--- src/design/lpht_pkg.sv ---
// Shared types and constants for the linear probing hash table core.
// No dependencies; used by the controller, datapath, top level and checker.
`default_nettype none

package lpht_pkg;

  // Operation codes carried in req_type.
  typedef enum logic [1:0] {
    REQ_INSERT   = 2'd0,
    REQ_LOOKUP   = 2'd1,
    REQ_REMOVE   = 2'd2,
    REQ_CONTAINS = 2'd3
  } req_type_t;

  // Slot occupancy codes kept in the slot memory.
  typedef enum logic [1:0] {
    ST_EMPTY = 2'd0,
    ST_LIVE  = 2'd1,
    ST_TOMB  = 2'd2
  } slot_state_t;

  localparam int unsigned FIELD_BITS      = 32;
  localparam int unsigned LIMIT_BITS      = 9;
  localparam logic [LIMIT_BITS-1:0] LOAD_LIMIT_RESET = 9'd192;

  // Home slot reduction by reciprocal multiplication takes two steps.
  localparam int unsigned HASH_STEPS = 2;
  localparam int unsigned HCNT_W     = $clog2(HASH_STEPS + 1);

  typedef struct packed {
    req_type_t              req_type;
    logic [FIELD_BITS-1:0]  key_hash;
    logic [FIELD_BITS-1:0]  key;
    logic [FIELD_BITS-1:0]  value;
  } req_t;

  typedef struct packed {
    logic                   status;
    logic                   found;
    logic                   new_key;
    logic [FIELD_BITS-1:0]  result_value;
    logic [LIMIT_BITS-1:0]  used_count;
  } rsp_t;

  // Commands from the controller to the datapath.
  typedef struct packed {
    logic clear;
    logic load;
    logic hash_step;
    logic probe_init;
    logic probe_run;
    logic act;
  } dp_cmd_t;

  // Status from the datapath to the controller.
  typedef struct packed {
    logic clear_last;
    logic limit_refuse;
    logic hash_done;
    logic probe_end;
  } dp_sts_t;

endpackage

`default_nettype wire

--- src/design/lpht_ctrl.sv ---
// Controller state machine for the hash table core.
// Depends on lpht_pkg for the command and status structs.
`default_nettype none

module lpht_ctrl (
  input  logic              clk,
  input  logic              rst,
  input  logic              start,
  input  lpht_pkg::dp_sts_t sts,
  output lpht_pkg::dp_cmd_t cmd,
  output logic              busy,
  output logic              done
);

  typedef enum logic [2:0] {
    S_CLEAR,
    S_IDLE,
    S_HASH,
    S_PROBE,
    S_ACT
  } state_t;

  state_t state;

  assign busy = (state != S_IDLE);

  // Commands follow from the current state, start and the hash status.
  always_comb begin
    cmd = '0;
    case (state)
      S_CLEAR: cmd.clear = 1'b1;
      S_IDLE:  cmd.load  = start;
      S_HASH: begin
        cmd.probe_init = sts.hash_done;
        cmd.hash_step  = !sts.hash_done;
      end
      S_PROBE: cmd.probe_run = 1'b1;
      S_ACT:   cmd.act = 1'b1;
      default: cmd = '0;
    endcase
  end

  // State register and the result strobe.
  always_ff @(posedge clk) begin
    if (rst) begin
      state <= S_CLEAR;
      done  <= 1'b0;
    end else begin
      done <= 1'b0;
      case (state)
        S_CLEAR: begin
          if (sts.clear_last) state <= S_IDLE;
        end
        S_IDLE: begin
          if (start) state <= sts.limit_refuse ? S_ACT : S_HASH;
        end
        S_HASH: begin
          if (sts.hash_done) state <= S_PROBE;
        end
        S_PROBE: begin
          if (sts.probe_end) state <= S_ACT;
        end
        S_ACT: begin
          done  <= 1'b1;
          state <= S_IDLE;
        end
        default: state <= S_IDLE;
      endcase
    end
  end

endmodule

`default_nettype wire

--- config.mk ---
export PLATFORM = sky130hd
export DESIGN_NAME = lpht_ctrl
export DESIGN_NICKNAME = d
export VERILOG_FILES = /design/src/design/lpht_pkg.sv /design/src/design/lpht_ctrl.sv
export SDC_FILE = /design/constraint.sdc
export NUM_CORES = 1
export LEC_CHECK = 0
export BUFFER_PORTS_ARGS = -buffer_cell sky130_fd_sc_hd__buf_2
export CELL_PAD_IN_SITES_DETAIL_PLACEMENT = 1
export CELL_PAD_IN_SITES_GLOBAL_PLACEMENT = 2
export CORE_AREA = 8 8 45 47
export CTS_BUF_LIST = sky130_fd_sc_hd__clkbuf_4
export DETAILED_ROUTE_END_ITERATION = 6
export DIE_AREA = 0 0 53 55
export PLACE_DENSITY_LB_ADDON = 0.1
export SYNTH_ARGS = -nofsm -noshare
export SYNTH_HDL_FRONTEND = slang
export SYNTH_SLANG_ARGS = --single-unit
--- constraint.sdc ---
create_clock -name clk -period 1.05 [get_ports clk]
set_input_delay 0.21 -clock clk [delete_from_list [all_inputs] [get_ports clk]]
set_output_delay 0.21 -clock clk [all_outputs]
set_load 0.05 [all_outputs]
==> summary.md <==
| Metric | Value |
|---|---|
| Worst Path Required | `0.84 ns` |
| Failing checks | `negative setup slack` |
| Synth area leaders | `dfxtp_1, mux2i_1, nor3b_1` |
| Drt via density | `4.49` |
| Slew Limit Fails | `0` |
| Status | `finished, violations left` |
| Via count | `346` |
| Std cell rows | `14` |
| # IOs | `15` |
| Most used flip-flop cell after synthesis | `dfxtp_1` |
| Int Pwr | `477 uW` |
| Leakage power | `0.000275 uW` |
| Part of the Yosys area used for sequential elements | `32.0%` |
| Hold_sp | `rst` |
| CTS Root Cell | `clkbuf_4` |
| Final non-filler cell total | `77` |
| Final WL | `1090 um` |
| RD Place Congestion | `0.724` |
| Max Freq | `737 MHz` |
| Switching share of total power | `35.7%` |
| Die ar. | `2920 sq um` |
| Max-cap violations | `0` |
| DRT Pass-1 Iters | `2` |
| Number of global-route vias before repair | `389` |
| #FFs+latches synth | `4` |
| Synthesized net count | `38` |
| ANT cells | `0` |
| Hold Buf Count CTS | `0` |
| Final core utilization | `48.1%` |
| Hold Fails Final Rpt | `0` |
| Final #Nets | `70` |
| Crit path from | `state[0]$_SDFFE_PP0P_` |
| Mapped Cells | `31` |
| Initial Util | `18.1%` |
| Setup crit end kind | `primary output` |
| Filler cells | `151` |
| Skew final | `0.00333 ns` |
| Clock sinks | `4` |
| Ratio of final minimum period to clock period | `129%` |
| Mapped cell area | `250 sq um` |
| Clock Latency Late Sink | `0.24 ns` |
| Longest Clk Path Bufs | `2` |
| Post-DP HPWL | `733 um` |
| Cells along the critical path | `nor2b_2 -> buf_4 -> nand2b_2 -> buf_6` |
| Worst Setup Start Kind | `register` |
| Iter 0 DRT Violations | `1` |
| Pwr Density | `1120 nW/um^2` |
| CTS tree | `yes` |
| ANT nets after route | `0` |
| HP Class | `in2reg` |
| Horiz. Die Dim | `53 um` |
| Final setup fails | `9` |
| Combinational share of power | `49.6%` |
| Tot Pwr | `742 uW` |
| Arrival time worst endpoint | `1.15 ns` |
| Post-synth top cells | `dfxtp_1, nor2_1` |
| Crit. path cell count | `4` |
| Post-synth EDFFs | `0` |
| WL/cell | `14.2 um` |
| Die Ht | `55 um` |
| Reg2reg start | `state[1]$_SDFFE_PP0P_` |
| Post-route setup slack | `-0.307 ns` |
| Largest area contributor in the netlist | `dfxtp_1` |
| Placed cells | `67` |
| WHS Path Cells | `2` |
| Core area | `1380 sq um` |
| Number of I/O port buffers | `14` |
| Mean Syn Cell Area | `8.07 sq um` |
| Warning count from the yosys run | `0` |
| GRT Overall Usage | `8.25%` |
| Reg2Reg Depth | `5` |
| CP max FO | `4` |
| Worst path bufs/invs | `2` |
| CTS Buf Count | `3` |
| Slew headroom | `83.4%` |
| Critical path class | `reg2out` |
| Share of cells above drive strength 1 | `82.0%` |
| RSZ-0062 raised after global routing | `true` |
| Crit-path slowest cell | `dfxtp_4` |
| Pin count of the biggest net entering global routing | `7` |
| Switching pwr | `265 uW` |
| Max H-tree Level | `1` |
| Reg power frac | `24.2%` |
| Share of the synthesized area in the top cell type | `32.0%` |
| Async SR Flop Fraction | `0%` |
| DRC | `0` |
| Synth-to-Final Area Change | `166%` |
| First-pass GRT wire length | `1680 um` |
| Top delay family on crit path | `flip-flops` |
| Worst slew pin tran | `0.250 ns` |
| Setup tns final | `-2.15 ns` |
| VDD IR max | `0.439 mV` |
| Power share of the clock group | `26.2%` |
| Reg clk slew, reported paths | `0.04 ns` |
| GRT overflow | `0` |
| Initial antenna violation count | `0` |
| Slowest stage delay, CP | `0.38 ns` |
| Final min period | `1.36 ns` |
| Yosys cell types | `15` |
## what timing repair did
| action | CTS | global route |
|---|---|---|
| gates cloned | 0 | 0 |
| setup endpoints to repair | 9 | 9 |
| pin swaps | 6 | 2 |
| endpoints found under the hold margin | 0 | 0 |
| resized for setup | 28 | 7 |
| buffers inserted | 5 | 2 |
## final timing paths
check                          endpoint  slack, ns
setup reg to reg  state[1]$_SDFFE_PP0P_      -0.21
setup / recovery                   busy      -0.31
hold / removal    state[2]$_SDFFE_PP0P_       0.21
hold reg to reg         done$_SDFF_PP0_       0.61
## placed cells by master, fill, tap and decap left out, drive strengths merged
cell type and n:
a211oi 2, a22oi 1, and2 1, and3 1, buf 28, clkbuf 3
dfxtp 4, mux2i 3, nand2 2, nand2b 3, nand3b 1, nor2 4
nor2b 3, nor3 1, nor3b 3, o21ai 1
## power groups by stage
| stage | clock, uW | sequential [uW] | combinational, uW |
|---|---|---|---|
| after floorplan | 0 | 185 | 161 |
| after global routing | 211 | 182 | 391 |
| after global placement | 0 | 184 | 253 |
| after detailed placement | 0 | 185 | 256 |
| after CTS | 205 | 180 | 333 |
| final | 194 | 180 | 368 |
## per-layer routing
layer	up-vias	part of all wire, %	GRT usage (%)
met5	-	0	0
met4	0	2.9	7.76
met3	4	8.1	3.21
met2	10	53	13.9
met1	162	36	7.60
li1	170	-	-
## flip-flops by register name, indices dropped and copies added (netlist names)
signal,flops
done,1
state,3
## worst reg2reg max path: cells and delay by family, from the launching register on
kind | cells | cell delay [ns]
AO/OA/AOI/OAI | 1 | 0.19
buffers and inverters | 2 | 0.25
flip-flops | 1 | 0.36
multiplexers | 2 | 0.37
## layout make-up
type	count	area (sq um)	share of cell area, %
Tap cell	16	20.0	3.01
Multi-Input combinational cell	26	274	41.2
Clock buffer	3	22.5	3.38
Sequential cell	4	91.3	13.7
Timing Repair Buffer	28	258	38.7
## logic make-up (layout without fill, tap and decap cells)
group,count (synthesis),in the layout,share of synthesized area [%]
AND/OR/NAND/NOR,19,19,43.0
buffers and inverters,1,31,2.00
multiplexers,3,3,12.0
AO/OA/AOI/OAI,4,4,11.0
flip-flops,4,4,32.0
## stage by stage
stage | cell area [sq um] | hold slack (ns) | setup WS, ns
CTS | 619 | 0.193 | -0.298
global route | 666 | 0.220 | -0.361
finish | 666 | 0.209 | -0.307
detailed placement | 465 | 0.446 | -0.164
global placement | 465 | 0.448 | -0.150
floorplan | 322 | 0.273 | -0.180
Note: power is estimated with default switching activity, not from simulation.
